--- src/rtl/fcp_pkg.sv ---
// ----------------------------------------------------------------------------
// Form credentials parser package
// Shared item types, codes and character constants for the parser block.
// ----------------------------------------------------------------------------
package fcp_pkg;

  // Input item: one raw byte of the form body.
  typedef struct packed {
    logic [7:0] body_byte;
    logic       last_byte;
  } in_item_t;

  // Result item: a decoded value byte or the closing verdict.
  typedef struct packed {
    logic [1:0] item_kind;
    logic [7:0] data_byte;
    logic [2:0] status_code;
    logic       end_of_body;
  } out_item_t;

  // Result kinds.
  typedef enum logic [1:0] {
    KIND_NAME     = 2'd0,
    KIND_PASSWORD = 2'd1,
    KIND_VERDICT  = 2'd2
  } kind_e;

  // Verdict status codes.
  typedef enum logic [2:0] {
    ST_OK          = 3'd0,
    ST_MALFORMED   = 3'd1,
    ST_BAD_ESCAPE  = 3'd2,
    ST_BAD_KEY     = 3'd3,
    ST_MISSING_KEY = 3'd4,
    ST_BAD_LENGTH  = 3'd5
  } status_e;

  // Parser phases.
  typedef enum logic [1:0] {
    PH_KEY = 2'd0,
    PH_VAL = 2'd1,
    PH_HI  = 2'd2,
    PH_LO  = 2'd3
  } phase_e;

  // Configuration register indexes.
  localparam logic REG_SSID_MAX = 1'b0;
  localparam logic REG_PASS_MAX = 1'b1;

  // Length limits and caps.
  localparam logic [5:0] NAME_CAP = 6'd32;
  localparam logic [6:0] PASS_CAP = 7'd64;
  localparam logic [5:0] NAME_SAT = 6'd63;
  localparam logic [6:0] PASS_SAT = 7'd127;
  localparam logic [3:0] KEY_POS_SAT = 4'd15;
  localparam logic [3:0] NAME_KEY_LEN = 4'd4;
  localparam logic [3:0] PASS_KEY_LEN = 4'd8;

  // Delimiters.
  localparam logic [7:0] CH_AMP   = 8'h26;
  localparam logic [7:0] CH_EQ    = 8'h3d;
  localparam logic [7:0] CH_PCT   = 8'h25;
  localparam logic [7:0] CH_PLUS  = 8'h2b;
  localparam logic [7:0] CH_SPACE = 8'h20;

  // Work item handed from the front part to the back part.
  typedef struct packed {
    logic       value_vld;
    logic       field;
    logic [7:0] data;
    logic       has_verdict;
    logic [2:0] status;
  } op_t;

  // Characters of the "ssid" key.
  function automatic logic [7:0] name_key_char(input logic [1:0] pos);
    logic [7:0] c;
    case (pos)
      2'd0:    c = 8'h73;
      2'd1:    c = 8'h73;
      2'd2:    c = 8'h69;
      2'd3:    c = 8'h64;
      default: c = 8'h00;
    endcase
    return c;
  endfunction

  // Characters of the "password" key.
  function automatic logic [7:0] pass_key_char(input logic [2:0] pos);
    logic [7:0] c;
    case (pos)
      3'd0:    c = 8'h70;
      3'd1:    c = 8'h61;
      3'd2:    c = 8'h73;
      3'd3:    c = 8'h73;
      3'd4:    c = 8'h77;
      3'd5:    c = 8'h6f;
      3'd6:    c = 8'h72;
      3'd7:    c = 8'h64;
      default: c = 8'h00;
    endcase
    return c;
  endfunction

  // Hex digit decode: bit 4 flags a valid digit, bits 3:0 hold its value.
  function automatic logic [4:0] hex_nibble(input logic [7:0] c);
    logic [4:0] r;
    r = 5'd0;
    if (c >= 8'h30 && c <= 8'h39) begin
      r = {1'b1, c[3:0]};
    end else if ((c >= 8'h61 && c <= 8'h66) || (c >= 8'h41 && c <= 8'h46)) begin
      r = {1'b1, c[3:0] + 4'd9};
    end
    return r;
  endfunction

endpackage

--- src/rtl/form_credentials_parser_top.sv ---
// ----------------------------------------------------------------------------
// Form credentials parser
// Checks a URL-encoded ssid/password form body and emits the decoded values.
// ----------------------------------------------------------------------------
// Usage:
//   Input channel (in_valid_i/in_ready_o/in_item_i) takes one raw body byte
//   per item; last_byte marks the end of the body. Output channel
//   (out_valid_o/out_ready_i/out_item_o) gives decoded value bytes tagged
//   with their field, and one verdict item with end_of_body set per body.
//   The configuration port writes the two maximum lengths; write it only
//   while the block is idle.
//   Each result is held in the work queue before it appears at the output.
//   Throughput: one byte per cycle while the work queue is not full. A last
//   byte that also yields a value byte produces two results, value first.
//   The parser front end and the output back end are joined by a work queue
//   of QUEUE_DEPTH entries; when the receiver stalls, the queue fills and
//   in_ready_o drops only once it is full.
//   Reset clears the parser state and the queue, and sets the maxima to
//   32 and 64.
// ----------------------------------------------------------------------------
module form_credentials_parser_top #(
  parameter int unsigned QUEUE_DEPTH = 4
) (
  input  logic               clk_i,
  input  logic               rst_ni,
  input  logic               cfg_we_i,
  input  logic               cfg_index_i,
  input  logic [6:0]         cfg_data_i,
  input  logic               in_valid_i,
  output logic               in_ready_o,
  input  fcp_pkg::in_item_t  in_item_i,
  output logic               out_valid_o,
  input  logic               out_ready_i,
  output fcp_pkg::out_item_t out_item_o
);
  import fcp_pkg::*;

  logic q_full, q_empty, push, pop;
  op_t  push_op, head_op;

  // Front end: parsing and classification.
  fcp_front u_front (
    .clk_i       (clk_i),
    .rst_ni      (rst_ni),
    .cfg_we_i    (cfg_we_i),
    .cfg_index_i (cfg_index_i),
    .cfg_data_i  (cfg_data_i),
    .in_valid_i  (in_valid_i),
    .in_ready_o  (in_ready_o),
    .in_item_i   (in_item_i),
    .q_full_i    (q_full),
    .push_o      (push),
    .push_op_o   (push_op)
  );

  // Work queue between the two parts.
  fcp_queue #(
    .DEPTH (QUEUE_DEPTH)
  ) u_queue (
    .clk_i     (clk_i),
    .rst_ni    (rst_ni),
    .push_i    (push),
    .push_op_i (push_op),
    .full_o    (q_full),
    .pop_i     (pop),
    .empty_o   (q_empty),
    .head_o    (head_op)
  );

  // Back end: result delivery.
  fcp_back u_back (
    .clk_i       (clk_i),
    .rst_ni      (rst_ni),
    .empty_i     (q_empty),
    .head_i      (head_op),
    .pop_o       (pop),
    .out_valid_o (out_valid_o),
    .out_ready_i (out_ready_i),
    .out_item_o  (out_item_o)
  );

  // A verdict always closes the body, and only a verdict does.
  a_eob_is_verdict: assert property (@(posedge clk_i) disable iff (!rst_ni)
    out_valid_o |-> (out_item_o.end_of_body == (out_item_o.item_kind == KIND_VERDICT)))
    else $error("end_of_body does not match the verdict kind");

  // Value items carry no status.
  a_value_status_ok: assert property (@(posedge clk_i) disable iff (!rst_ni)
    (out_valid_o && out_item_o.item_kind != KIND_VERDICT) |->
      (out_item_o.status_code == ST_OK))
    else $error("value item with nonzero status");

  // A value byte taken with its verdict pending is followed by that verdict.
  a_verdict_follows: assert property (@(posedge clk_i) disable iff (!rst_ni)
    (out_valid_o && out_ready_i && out_item_o.item_kind != KIND_VERDICT &&
     head_op.has_verdict) |=>
      (out_valid_o && out_item_o.item_kind == KIND_VERDICT))
    else $error("pending verdict lost after value byte");

  // Nothing is pushed into a full queue.
  a_no_overflow: assert property (@(posedge clk_i) disable iff (!rst_ni)
    push |-> !q_full)
    else $error("push into full work queue");

endmodule

--- src/rtl/fcp_front.sv ---
// ----------------------------------------------------------------------------
// Form credentials parser front end
// Accepts body bytes, runs the key/value parser and posts work items.
// ----------------------------------------------------------------------------
module fcp_front (
  input  logic             clk_i,
  input  logic             rst_ni,
  input  logic             cfg_we_i,
  input  logic             cfg_index_i,
  input  logic [6:0]       cfg_data_i,
  input  logic             in_valid_i,
  output logic             in_ready_o,
  input  fcp_pkg::in_item_t in_item_i,
  input  logic             q_full_i,
  output logic             push_o,
  output fcp_pkg::op_t     push_op_o
);
  import fcp_pkg::*;

  logic [5:0] ssid_max_q;
  logic [6:0] pass_max_q;

  phase_e     phase_q, phase_d;
  logic [3:0] pos_q, pos_d;
  logic [1:0] flags_q, flags_d;
  logic       field_q, field_d;
  logic       seen_name_q, seen_name_d;
  logic       seen_pass_q, seen_pass_d;
  logic [5:0] name_len_q, name_len_d;
  logic [6:0] pass_len_q, pass_len_d;
  logic [3:0] hi_q, hi_d;
  status_e    err_q, err_d;

  logic       emit_val;
  logic [7:0] val_data;
  logic [7:0] b;
  logic [4:0] hex;
  logic       is_name, is_pass;
  logic [5:0] nmax;
  logic [6:0] pmax;
  logic       fire;

  assign b          = in_item_i.body_byte;
  assign hex        = hex_nibble(b);
  assign in_ready_o = !q_full_i;
  assign fire       = in_valid_i && in_ready_o;
  assign is_name    = flags_q[0] && (pos_q == NAME_KEY_LEN);
  assign is_pass    = flags_q[1] && (pos_q == PASS_KEY_LEN);
  assign nmax       = (ssid_max_q > NAME_CAP) ? NAME_CAP : ssid_max_q;
  assign pmax       = (pass_max_q > PASS_CAP) ? PASS_CAP : pass_max_q;

  // Parser next state for the byte at the input.
  always_comb begin
    phase_d     = phase_q;
    pos_d       = pos_q;
    flags_d     = flags_q;
    field_d     = field_q;
    seen_name_d = seen_name_q;
    seen_pass_d = seen_pass_q;
    hi_d        = hi_q;
    err_d       = err_q;
    emit_val    = 1'b0;
    val_data    = 8'h00;
    if (err_q == ST_OK) begin
      case (phase_q)
        PH_KEY: begin
          if (b == CH_AMP) begin
            err_d = ST_MALFORMED;
          end else if (b == CH_EQ) begin
            if (is_name && !seen_name_q) begin
              seen_name_d = 1'b1;
              field_d     = 1'b0;
              phase_d     = PH_VAL;
            end else if (is_pass && !seen_pass_q) begin
              seen_pass_d = 1'b1;
              field_d     = 1'b1;
              phase_d     = PH_VAL;
            end else begin
              err_d = ST_BAD_KEY;
            end
          end else begin
            if (pos_q >= NAME_KEY_LEN || name_key_char(pos_q[1:0]) != b) begin
              flags_d[0] = 1'b0;
            end
            if (pos_q >= PASS_KEY_LEN || pass_key_char(pos_q[2:0]) != b) begin
              flags_d[1] = 1'b0;
            end
            if (pos_q != KEY_POS_SAT) begin
              pos_d = pos_q + 4'd1;
            end
          end
        end
        PH_VAL: begin
          if (b == CH_AMP) begin
            phase_d = PH_KEY;
            pos_d   = 4'd0;
            flags_d = 2'b11;
          end else if (b == CH_PLUS) begin
            emit_val = 1'b1;
            val_data = CH_SPACE;
          end else if (b == CH_PCT) begin
            phase_d = PH_HI;
          end else begin
            emit_val = 1'b1;
            val_data = b;
          end
        end
        PH_HI: begin
          if (!hex[4]) begin
            err_d = ST_BAD_ESCAPE;
          end else begin
            hi_d    = hex[3:0];
            phase_d = PH_LO;
          end
        end
        default: begin
          if (!hex[4]) begin
            err_d = ST_BAD_ESCAPE;
          end else begin
            emit_val = 1'b1;
            val_data = {hi_q, hex[3:0]};
            phase_d  = PH_VAL;
          end
        end
      endcase
    end

    // Saturating length counters.
    name_len_d = name_len_q;
    pass_len_d = pass_len_q;
    if (emit_val) begin
      if (!field_q) begin
        if (name_len_q != NAME_SAT) name_len_d = name_len_q + 6'd1;
      end else begin
        if (pass_len_q != PASS_SAT) pass_len_d = pass_len_q + 7'd1;
      end
    end

    // End-of-body checks, in priority order.
    if (in_item_i.last_byte && err_d == ST_OK) begin
      if (phase_d == PH_KEY) begin
        err_d = ST_MALFORMED;
      end else if (phase_d != PH_VAL) begin
        err_d = ST_BAD_ESCAPE;
      end else if (!seen_name_d || !seen_pass_d) begin
        err_d = ST_MISSING_KEY;
      end else if (name_len_d == 6'd0 || name_len_d > nmax ||
                   pass_len_d == 7'd0 || pass_len_d > pmax) begin
        err_d = ST_BAD_LENGTH;
      end
    end
  end

  // Work item for the back end.
  always_comb begin
    push_op_o.value_vld   = emit_val;
    push_op_o.field       = field_q;
    push_op_o.data        = val_data;
    push_op_o.has_verdict = in_item_i.last_byte;
    push_op_o.status      = err_d;
  end
  assign push_o = fire && (emit_val || in_item_i.last_byte);

  // Configuration registers.
  always_ff @(posedge clk_i or negedge rst_ni) begin
    if (!rst_ni) begin
      ssid_max_q <= NAME_CAP;
      pass_max_q <= PASS_CAP;
    end else if (cfg_we_i) begin
      case (cfg_index_i)
        REG_SSID_MAX: ssid_max_q <= cfg_data_i[5:0];
        REG_PASS_MAX: pass_max_q <= cfg_data_i;
        default:      ;
      endcase
    end
  end

  // Parser state; a last byte clears the per-body state.
  always_ff @(posedge clk_i or negedge rst_ni) begin
    if (!rst_ni) begin
      phase_q     <= PH_KEY;
      pos_q       <= 4'd0;
      flags_q     <= 2'b11;
      field_q     <= 1'b0;
      seen_name_q <= 1'b0;
      seen_pass_q <= 1'b0;
      name_len_q  <= 6'd0;
      pass_len_q  <= 7'd0;
      hi_q        <= 4'd0;
      err_q       <= ST_OK;
    end else if (fire) begin
      if (in_item_i.last_byte) begin
        phase_q     <= PH_KEY;
        pos_q       <= 4'd0;
        flags_q     <= 2'b11;
        field_q     <= 1'b0;
        seen_name_q <= 1'b0;
        seen_pass_q <= 1'b0;
        name_len_q  <= 6'd0;
        pass_len_q  <= 7'd0;
        hi_q        <= 4'd0;
        err_q       <= ST_OK;
      end else begin
        phase_q     <= phase_d;
        pos_q       <= pos_d;
        flags_q     <= flags_d;
        field_q     <= field_d;
        seen_name_q <= seen_name_d;
        seen_pass_q <= seen_pass_d;
        name_len_q  <= name_len_d;
        pass_len_q  <= pass_len_d;
        hi_q        <= hi_d;
        err_q       <= err_d;
      end
    end
  end

endmodule

--- src/rtl/fcp_queue.sv ---
// ----------------------------------------------------------------------------
// Form credentials parser work queue
// Small FIFO of work items between the front end and the back end.
// ----------------------------------------------------------------------------
module fcp_queue #(
  parameter int unsigned DEPTH = 4
) (
  input  logic         clk_i,
  input  logic         rst_ni,
  input  logic         push_i,
  input  fcp_pkg::op_t push_op_i,
  output logic         full_o,
  input  logic         pop_i,
  output logic         empty_o,
  output fcp_pkg::op_t head_o
);
  import fcp_pkg::*;

  localparam int unsigned PW = (DEPTH > 1) ? $clog2(DEPTH) : 1;
  localparam int unsigned CW = $clog2(DEPTH + 1);
  localparam logic [PW-1:0] LAST_PTR = PW'(DEPTH - 1);

  op_t           mem_q [DEPTH];
  logic [PW-1:0] wr_ptr_q, rd_ptr_q;
  logic [CW-1:0] count_q;

  assign full_o  = (count_q == CW'(DEPTH));
  assign empty_o = (count_q == '0);
  assign head_o  = mem_q[rd_ptr_q];

  // Storage.
  always_ff @(posedge clk_i) begin
    if (push_i) begin
      mem_q[wr_ptr_q] <= push_op_i;
    end
  end

  // Pointers and fill count.
  always_ff @(posedge clk_i or negedge rst_ni) begin
    if (!rst_ni) begin
      wr_ptr_q <= '0;
      rd_ptr_q <= '0;
      count_q  <= '0;
    end else begin
      if (push_i) begin
        wr_ptr_q <= (wr_ptr_q == LAST_PTR) ? '0 : wr_ptr_q + PW'(1);
      end
      if (pop_i) begin
        rd_ptr_q <= (rd_ptr_q == LAST_PTR) ? '0 : rd_ptr_q + PW'(1);
      end
      if (push_i && !pop_i) begin
        count_q <= count_q + CW'(1);
      end else if (pop_i && !push_i) begin
        count_q <= count_q - CW'(1);
      end
    end
  end

endmodule

--- src/rtl/fcp_back.sv ---
// ----------------------------------------------------------------------------
// Form credentials parser back end
// Turns each work item into one or two result items on the output channel.
// ----------------------------------------------------------------------------
module fcp_back (
  input  logic              clk_i,
  input  logic              rst_ni,
  input  logic              empty_i,
  input  fcp_pkg::op_t      head_i,
  output logic              pop_o,
  output logic              out_valid_o,
  input  logic              out_ready_i,
  output fcp_pkg::out_item_t out_item_o
);
  import fcp_pkg::*;

  logic value_done_q, value_done_d;
  logic send_value;
  logic fire;

  assign send_value  = head_i.value_vld && !value_done_q;
  assign out_valid_o = !empty_i;
  assign fire        = out_valid_o && out_ready_i;

  // The value byte goes first, the verdict after it.
  always_comb begin
    if (send_value) begin
      out_item_o.item_kind   = head_i.field ? KIND_PASSWORD : KIND_NAME;
      out_item_o.data_byte   = head_i.data;
      out_item_o.status_code = ST_OK;
      out_item_o.end_of_body = 1'b0;
    end else begin
      out_item_o.item_kind   = KIND_VERDICT;
      out_item_o.data_byte   = 8'h00;
      out_item_o.status_code = head_i.status;
      out_item_o.end_of_body = 1'b1;
    end
  end

  // Retire the work item once its last result is taken.
  always_comb begin
    pop_o        = fire && !(send_value && head_i.has_verdict);
    value_done_d = value_done_q;
    if (pop_o) begin
      value_done_d = 1'b0;
    end else if (fire && send_value) begin
      value_done_d = 1'b1;
    end
  end

  always_ff @(posedge clk_i or negedge rst_ni) begin
    if (!rst_ni) begin
      value_done_q <= 1'b0;
    end else begin
      value_done_q <= value_done_d;
    end
  end

endmodule
--- config.mk ---
export PLATFORM = sky130hd
export DESIGN_NAME = form_credentials_parser_top
export DESIGN_NICKNAME = d
export VERILOG_FILES = /design/src/rtl/fcp_pkg.sv /design/src/rtl/form_credentials_parser_top.sv /design/src/rtl/fcp_front.sv /design/src/rtl/fcp_queue.sv /design/src/rtl/fcp_back.sv
export SDC_FILE = /design/constraint.sdc
export NUM_CORES = 1
export LEC_CHECK = 0
export ABC_AREA = 1
export BUFFER_PORTS_ARGS = -buffer_cell sky130_fd_sc_hd__buf_4
export CAP_MARGIN = 20
export CORE_MARGIN = 1.5
export CORE_UTILIZATION = 53
export DETAILED_ROUTE_END_ITERATION = 16
export GPL_ROUTABILITY_DRIVEN = 0
export PLACE_DENSITY = 0.74
export SLEW_MARGIN = 0
export SYNTH_ARGS = -nofsm -noshare
export SYNTH_HDL_FRONTEND = slang
export SYNTH_SLANG_ARGS = --single-unit
--- constraint.sdc ---
create_clock -name clk_i -period 2.8 [get_ports clk_i]
set_input_delay 0.42 -clock clk_i [delete_from_list [all_inputs] [get_ports clk_i]]
set_output_delay 0.42 -clock clk_i [all_outputs]
set_load 0.02 [all_outputs]
-- Word-level counts from Yosys, hierarchy flattened
Memory sizes are Yosys's and may differ from the RTL's.
Cells that the tools add are included.
- add/subtract/negate cells: 8
- order comparisons: 12
- equal/unequal tests: 27
- multiplexer cells: 107
- bitwise operators: 1
- reduce and logical (&&, ||, !) cells: 61
- operators with widths (cell ; count):
    $mux 8 ; 13
    $mux 3 ; 14
    $mux 4 ; 10
    $mux 2 ; 18
    $mux 7 ; 5
    $eq 8x6->1 const B ; 4
    $mux 1 ; 32
    $mux 6 ; 5
    $pmux 8 s3 ; 1
    $reduce_and 7->1 ; 3
    $logic_and 1x1->1 ; 17
    $ge 8x7->1 const B ; 2
    $le 8x7->1 const B ; 2
    $ne 8x8->1 ; 2
    $pmux 8 s2 ; 1
    $mux 14 ; 1
    $reduce_bool 2->1 ; 7
    $ne 3x2->1 const B ; 4
    $eq 2x2->1 const B ; 5
    $logic_not 1->1 ; 10
    $mux 5 ; 2
    $logic_not 3->1 ; 3
    $ge 8x6->1 const B ; 1
    $le 8x6->1 const B ; 1
    other kinds (38) ; 53
- bits in registers: 52
- bits in writable memories: 56
- ROM bits: 40
- output and inout port bits: 16
- memories kept: 2
- memory list (memory ; depth ; bits a word ; read ports ; clocked after memory_dff ; wr ports ; RTL line ; source):
    u_queue.mem_q ; 4 ; 14 ; 1 ; 0 ; 1 ; fcp_queue.sv:23 ; op_t mem_q [DEPTH];
    (name not given) ; 8 ; 5 ; 1 ; 0 ; 0 ; fcp_pkg.sv:91 ; case (pos)

-- Longest topological paths before layout
Gate-level depths: netlist of run 1.
- depth after elaboration: 19
- depth in mapped cells: 26

-- Cells and area by module
From an unflattened synthesis of run 1, not the netlist that was laid out.
- cell total of the unflattened synthesis: 802
- area, all modules: 6672.6 um^2
- modules (own cells, without submodules) (module ; times used ; cells an instance ; area each (um^2) ; seq. area each (um^2)):
    fcp_front ; 1 ; 551 ; 3812.4 ; 1106.1
    fcp_queue ; 1 ; 214 ; 2655.0 ; 1856.8
    fcp_back ; 1 ; 37 ; 205.2 ; 25.0

-- Worst setup path after synthesis of run 1
OpenSTA, ideal clock, no wires.
- kind: input -> register
- start: input port in_item_i[1] in the netlist's numbering
- end: memory u_queue.mem_q[0][2] in the netlist's numbering, data pin
- arrival: 2755 ps
- path slack: -221 ps
- stages: 22
- cells stage by stage: inv_1 > ha_1 > nand2_2 > nand3_1 > nand2_2 > nand2_2 > inv_2 > nand3_4 > nand2_4 > inv_4 > buf_8 > o21ai_1 > inv_1 > ha_1 > a21oi_1 > o21a_1 > a32o_1 > nand2_1 > nor2_2 > nand3_1 > nand2_1 > nand2_1
- RTL lines (element ; RTL line ; source):
    start: declaration ; form_credentials_parser_top.sv:31 ; input fcp_pkg::in_item_t in_item_i,
    end: declaration ; fcp_queue.sv:23 ;

==> metrics.cfg, run 1 <==
[worst_setup_path]
critPathLaunchType=register
r2r_setup_slack_ns=0.04
worstPathCellList=ha_4, nand2_4, buf_4, o21ai_0, o21ai_0, nand3_1, o21ai_2, nand2_2, o21ai_4, inv_1, ha_4, nand2_1, nor2_2, a32o_2, nand2_2, nor2_4, nand2_1, nand3_1, nand2_2
path_max_fanout=4
worstPathRequired_ns=2.90
r2r-start=u_front.pass_len_q[1]$_DFFE_PN0P_
critPathSlowestCell=dfrtp_1
rr_endpoint=u_queue.mem_q[0][0]$_DFFE_PP_
setup.worst_path.end_class=register
worstPathArrival_ns=2.86
crit_type=reg -> reg
startpoint=u_front.pass_len_q[1]$_DFFE_PN0P_
path_buf_inv=2
rr_worst_depth=19
cpPeakStageDelay_ns=0.42
critPathMostFrequentCell=nand2_2
crit_family=simple AND/OR/NAND/NOR gates

[power]
leakage_uw=0.00351
peakVddDrop_uv=363
power_density_mw_per_mm2=816

[final_layout]
antenna_cells=0
area_delta_synth_final_pct=24.7
layout_common_cells=112 x nand2_1, 112 x buf_4, 92 x nor2_1
fin_area_sq_mm=0.00795
drive_gt1_share_pct=25.6
nNetsFinal=918

[floorplan]
die_h_microns=113
initial_core_util_pct=55.1
core-area_sq_mm=0.0116
die_x_microns=113
num_rows=39
io_pins=38
dieArea_sq_mm=0.0127

[logic_synthesis]
synth_area_leaders=edfxtp_1 26%, dfrtp_1 19%, nand2_1 7.2%, o21ai_0 6.4%, ha_1 5.7%
yosys.area.top_type_share_pct=26.4
ys_warn_count=0
yosys_register_bits=108
synthDistinctLibCells=52
yosysTopAreaCell=edfxtp_1
async_flop_share_pct=48.1
ys.flop_type=edfxtp_1
synth-seq-area-share_pct=46.9
netlist_instances=762
syn_avg_cell_area_sq_um=8.36
syn-cell-area_sq_mm=0.00637
syn_nets=814
synth_edf_count=56

[routing]
route.final.wire_length_microns=15500
drc_errors=0
drt-pass1-iter-count=5
wire_per_inst_microns=15.3
ant_nets=0
viasPerCell=5.52
vias=5596
first_iter_violations=484

[clocking]
htreeDepth=3
postCtsHoldBufs=0
cts.sinks=108
cts_buffer_depth=2
clkTransAtPathRegs_ns=0.08
insertion_delay_ns=0.36
tritoncts=done
cts-root-buf=clkbuf_16
cts_buffers=9

[timing]
worst_slew_pin_slew_ns=0.661
rsz0062_at_grt=true
relSlewSlack_pct=55.9
layout_setup_ws_ns=0.0377
finalCritPeriodShare_pct=98.7
setup_viol=0
maxSlewViolCount=0
layout_min_cycle_time_ns=2.76
hold_viol_final=0
fin_worst_skew_ns=0.0118
fmax_ghz=0.362

[placed_design]
io_buffers=37
hpwl_microns=10800
place_ws_ns=-0.390
postPlaceCellArea_sq_mm=0.00731

[grt]
overflow=0
gr-usage-all-layers_pct=24.8
antenna_found_initial=0
grt_max_degree=53
grt_pass1_wl_microns=25000
grt_pass1_vias=5333

[worst_hold_path]
hold_path.class=in -> async

[flow_run]
max_cap_viol_count=0

[outcome]
status=complete, no violations

==> stage by stage <==
| stage | utilization, % | hold slack (ns) | total power [uW] | cells | TNS, ns |
|---|---|---|---|---|---|
| 2_1_floorplan | - | 0.124 | 3840 | 762 | -0.904 |
| 3_3_place_gp | 63.2 | 0.471 | 4680 | 989 | -2.12 |
| 3_5_place_dp | 63.2 | 0.470 | 4780 | 989 | -3.51 |
| 4_1_cts | 66.3 | 0.117 | 6170 | 1005 | 0 |
| 5_1_grt | 68.7 | 0.148 | 6910 | 1014 | -1.11 |
| 6_report | 68.7 | 0.0906 | 6480 | 1014 | 0 |
==> metal layers <==
layer  GRT usage (%)  part of all wire, %  vias up  wire (microns)
li1                -                    -     2770               -
met1            32.8                   45     2630            6980
met2            41.8                   49      166            7610
met3            3.94                  4.0       30             615
met4            8.69                  2.1        0             331
met5               0                    0        -               0
==> worst max-delay path by stage <==
stage	end	slack (ns)	cells past startpoint
6_report	u_queue.mem_q[0][0]$_DFFE_PP_	0.04	19
3_5_place_dp	u_queue.mem_q[2][2]$_DFFE_PP_	-0.39	24
5_1_grt	u_queue.mem_q[3][2]$_DFFE_PP_	-0.15	19
4_1_cts	u_queue.mem_q[3][2]$_DFFE_PP_	0.02	26
2_1_floorplan	u_queue.mem_q[0][2]$_DFFE_PP_	-0.12	22
3_3_place_gp	u_queue.mem_q[2][2]$_DFFE_PP_	-0.24	26
==> synthesized netlist by cell type, types with 2 or more instances <==
master      n
o21ai_1     7
xor2_1     14
o31ai_1     3
xnor2_1     3
nand2_4     3
o21bai_1    3
dfstp_2     4
a31oi_1     5
nor2_1     94
nand4_1    11
inv_4       3
nor2_4      3
ha_1       29
a21oi_1    41
nor3_1     10
inv_2       7
nand2_1   123
o21ai_2     4
nand3_1    44
clkbuf_1   17
o22ai_1    16
o21ai_0    82
nor3_2      2
inv_1      91
nand2_2     4
nor4_1      2
dfrtp_1    48
edfxtp_1   56
buf_4       3
o21a_1      2
nor2_2      6
nand3b_1    2
==> power by group <==
part           switching (uW)  internal, uW  total [uW]
Sequential                200          1960        2160
Clock                     640           726        1370
Combinational            1740          1220        2950
==> timing repair <==
action,CTS,global route
pin swaps,3,25
resized for setup,12,52
buffers inserted,0,8
gates cloned,0,1
endpoints found under the setup margin,8,13
==> area by class of cell <==
class	count	area, sq um
timing repair inverter	1	8.76
clock buffer	9	225
timing repair buffer	116	886
tap	143	179
sequential	108	2990
multi-input combinational	528	3160
inverter	102	404
fill	890	3610
clock inverter	7	97.6
==> cells by family (layout without fill, tap and decap cells) <==
logic type / Yosys count / in the layout / share of synthesized area (%)
xor gates and xnor gates: 17 / 17 / 2.34
AOI/OAI and AO/OA: 173 / 173 / 15.2
adders and majority gates: 30 / 30 / 6.01
DFF: 108 / 108 / 46.9
and+or+nand+nor: 308 / 308 / 21.5
buffers and inverters: 126 / 235 / 8.03
==> registers in the layout (all words and copies together) (netlist names), 3 cells and up <==
name                count
u_queue.mem_q          56
u_front.pass_len_q      7
u_front.pass_max_q      7
u_front.name_len_q      6
u_front.ssid_max_q      6
u_front.hi_q            4
u_front.pos_q           4
u_front.err_q           3
u_queue.count_q         3
Power figures use the tool's default switching activity.
==> run 2, diff against run 1 <==
--- a/config.mk
+++ b/config.mk
@@ -8,6 +8,7 @@
 export ABC_AREA = 1
 export BUFFER_PORTS_ARGS = -buffer_cell sky130_fd_sc_hd__buf_4
 export CAP_MARGIN = 20
+export CORE_ASPECT_RATIO = 0.6
 export CORE_MARGIN = 1.5
 export CORE_UTILIZATION = 53
 export DETAILED_ROUTE_END_ITERATION = 16
==> metrics.cfg, run 2 (synthesis gave the netlist of run 1 again) <==
[placed_design]
io_buffers=37  ; unchanged
hpwl_microns=11500  ; was 10800 microns
place_ws_ns=-0.311  ; was -0.390 ns

[clocking]
cts.sinks=108  ; unchanged
clkTransAtPathRegs_ns=0.09  ; was 0.08 ns
tritoncts=done  ; unchanged
cts_buffer_depth=2  ; unchanged
cts_buffers=9  ; unchanged
insertion_delay_ns=0.35  ; was 0.36 ns
postCtsHoldBufs=0  ; unchanged
cts-root-buf=clkbuf_16  ; unchanged
htreeDepth=3  ; unchanged

[routing]
ant_nets=0  ; unchanged
route.final.wire_length_microns=16800  ; was 15500 microns
first_iter_violations=681  ; was 484
drc_errors=0  ; unchanged
drt-pass1-iter-count=5  ; unchanged
wire_per_inst_microns=16.2  ; was 15.3 microns
viasPerCell=5.60  ; was 5.52
vias=5790  ; was 5596

[power]
power_density_mw_per_mm2=808  ; was 816 mW/mm^2
peakVddDrop_uv=374  ; was 363 uV
leakage_uw=0.00351  ; about the same

[final_layout]
layout_common_cells=113 x nand2_1, 110 x buf_4, 92 x nor2_1  ; was 112 x nand2_1, 112 x buf_4, 92 x nor2_1
drive_gt1_share_pct=25.6  ; about the same
layout_commonest_cell=nand2_1
antenna_cells=0  ; unchanged
largest_reg_flops=56  ; unchanged
final_util_pct=69.4  ; was 68.7%
top_register=u_queue.mem_q  ; unchanged
nNetsFinal=921  ; was 918
fillers=888  ; was 890
area_delta_synth_final_pct=25.5  ; was 24.7%
top_regs=u_queue.mem_q (56), u_front.pass_len_q (7), u_front.pass_max_q (7)  ; unchanged

[worst_setup_path]
setup.worst_path.end_class=register  ; unchanged
critPathMostFrequentCell=nand2_1  ; was nand2_2
crit_type=in -> reg  ; was reg -> reg
critPathSlowestCell=ha_4  ; was dfrtp_1
worstPathArrival_ns=3.02  ; was 2.86 ns
worstPathRequired_ns=2.90  ; about the same
cpPeakStageDelay_ns=0.25  ; was 0.42 ns
path_max_fanout=8  ; was 4
critPathLaunchType=input pin  ; was register

[floorplan]
dieArea_sq_mm=0.0127  ; about the same
die_h_microns=87.9  ; was 113 microns
initial_core_util_pct=55.3  ; was 55.1%
io_pins=38  ; unchanged
die_x_microns=145  ; was 113 microns
core-area_sq_mm=0.0115  ; was 0.0116 sq mm
num_rows=30  ; was 39

[outcome]
status=complete, but fails checks  ; was complete, no violations
violations=setup timing

[timing]
rsz0062_at_grt=true  ; unchanged
finalCritPeriodShare_pct=104  ; was 98.7%
hold_viol_final=0  ; unchanged
layout_setup_ws_ns=-0.119  ; was 0.0377 ns
worst_slew_pin_slew_ns=0.711  ; was 0.661 ns
maxSlewViolCount=0  ; unchanged
fmax_ghz=0.343  ; was 0.362 GHz
setup_viol=8  ; was 0
fin_worst_skew_ns=0.0141  ; was 0.0118 ns
relSlewSlack_pct=52.6  ; was 55.9%
layout_min_cycle_time_ns=2.92  ; was 2.76 ns

[grt]
gr-usage-all-layers_pct=26.9  ; was 24.8%
grt_pass1_vias=5318  ; was 5333
grt_max_degree=53  ; unchanged
antenna_found_initial=0  ; unchanged
grt_pass1_wl_microns=26400  ; was 25000 microns
overflow=0  ; unchanged

[flow_run]
max_cap_viol_count=0  ; unchanged

[worst_hold_path]
hold_path.class=in -> async  ; unchanged

run 2: changes by cell type in the layout (fill, tap and decap cells not counted), sizes merged:
| cell | change |
|---|---|
| bufinv | -1 |
| inv | -2 |
| buf | +3 |
| clkinv | +3 |
run 2: stage by stage:
step / instances / total power, uW / setup TNS [ns] / instance area [sq um] / hold slack [ns]
after floorplan: 762 / 3840 / -0.904 / 6440 / 0.124
after global placement: 1010 / 4760 / -2.03 / 7410 / 0.469
after detailed placement: 1010 / 4860 / -2.79 / 7410 / 0.478
after CTS: 1028 / 6190 / 0 / 7770 / 0.143
after global routing: 1034 / 6880 / -1.63 / 8000 / 0.171
final: 1034 / 6460 / -0.704 / 8000 / 0.108
run 2: metal layers:
metal | track usage, % | wire [microns] | up-vias
met5 | 0 | 0 | -
met4 | 5.14 | 282 | 0
met3 | 6.12 | 1350 | 36
met2 | 41.3 | 7290 | 269
met1 | 39.7 | 7870 | 2708
li1 | - | - | 2777
run 2: final cells by class:
cell class,count,area [sq um],area share [%]
inverter,102,404,5.05
sequential,108,2990,37.4
timing repair inverter,1,16.3,0.203
timing repair buffer,119,962,12.0
clock inverter,7,86.3,1.08
tap,160,200,2.50
multi-input combinational,528,3120,39.0
clock buffer,9,225,2.81
run 2: timing repair:
action	4_1_cts	5_1_grt
gates cloned	0	1
setup buffers	2	5
pin swaps	8	23
resized for setup	10	53
endpoints found under the setup margin	8	20
run 2: worst max-delay path, delay by kind of cell:
family / cells / cell delay (ns)
simple gates: 14 / 1.13
buf+inv: 5 / 0.49
compound gates: 4 / 0.51
fa+ha+maj: 2 / 0.44
run 2: path summary, 6_finish.rpt:
check,from,endpoint,slack (ns),cells past startpoint
worst min-delay path,rst_ni,u_front.pass_max_q[0]$_DFFE_PN0P_,0.11,1
worst max-delay path,in_item_i[1],u_queue.mem_q[2][2]$_DFFE_PP_,-0.12,25
worst min register to register,u_front.flags_q[0]$_DFFE_PN1P_,u_front.flags_q[0]$_DFFE_PN1P_,0.49,2
worst max register to register,u_front.err_q[1]$_DFFE_PN0P_,u_queue.mem_q[2][2]$_DFFE_PP_,-0.11,18
max in group asynchronous,rst_ni,u_front.field_q$_DFFE_PN0P_,2.17,1
min in group clk_i,cfg_data_i[6],u_front.pass_max_q[6]$_DFFE_PN1P_,0.31,3
run 2: report_power, final:
| group | leakage (uW) | internal, uW | total, uW | switching, uW |
|---|---|---|---|---|
| Sequential | 0.00119 | 1960 | 2160 | 195 |
| Clock | 0.000151 | 642 | 1290 | 653 |
| Combinational | 0.00217 | 1220 | 3010 | 1790 |
| Total | 0.00351 | 3820 | 6460 | 2640 |
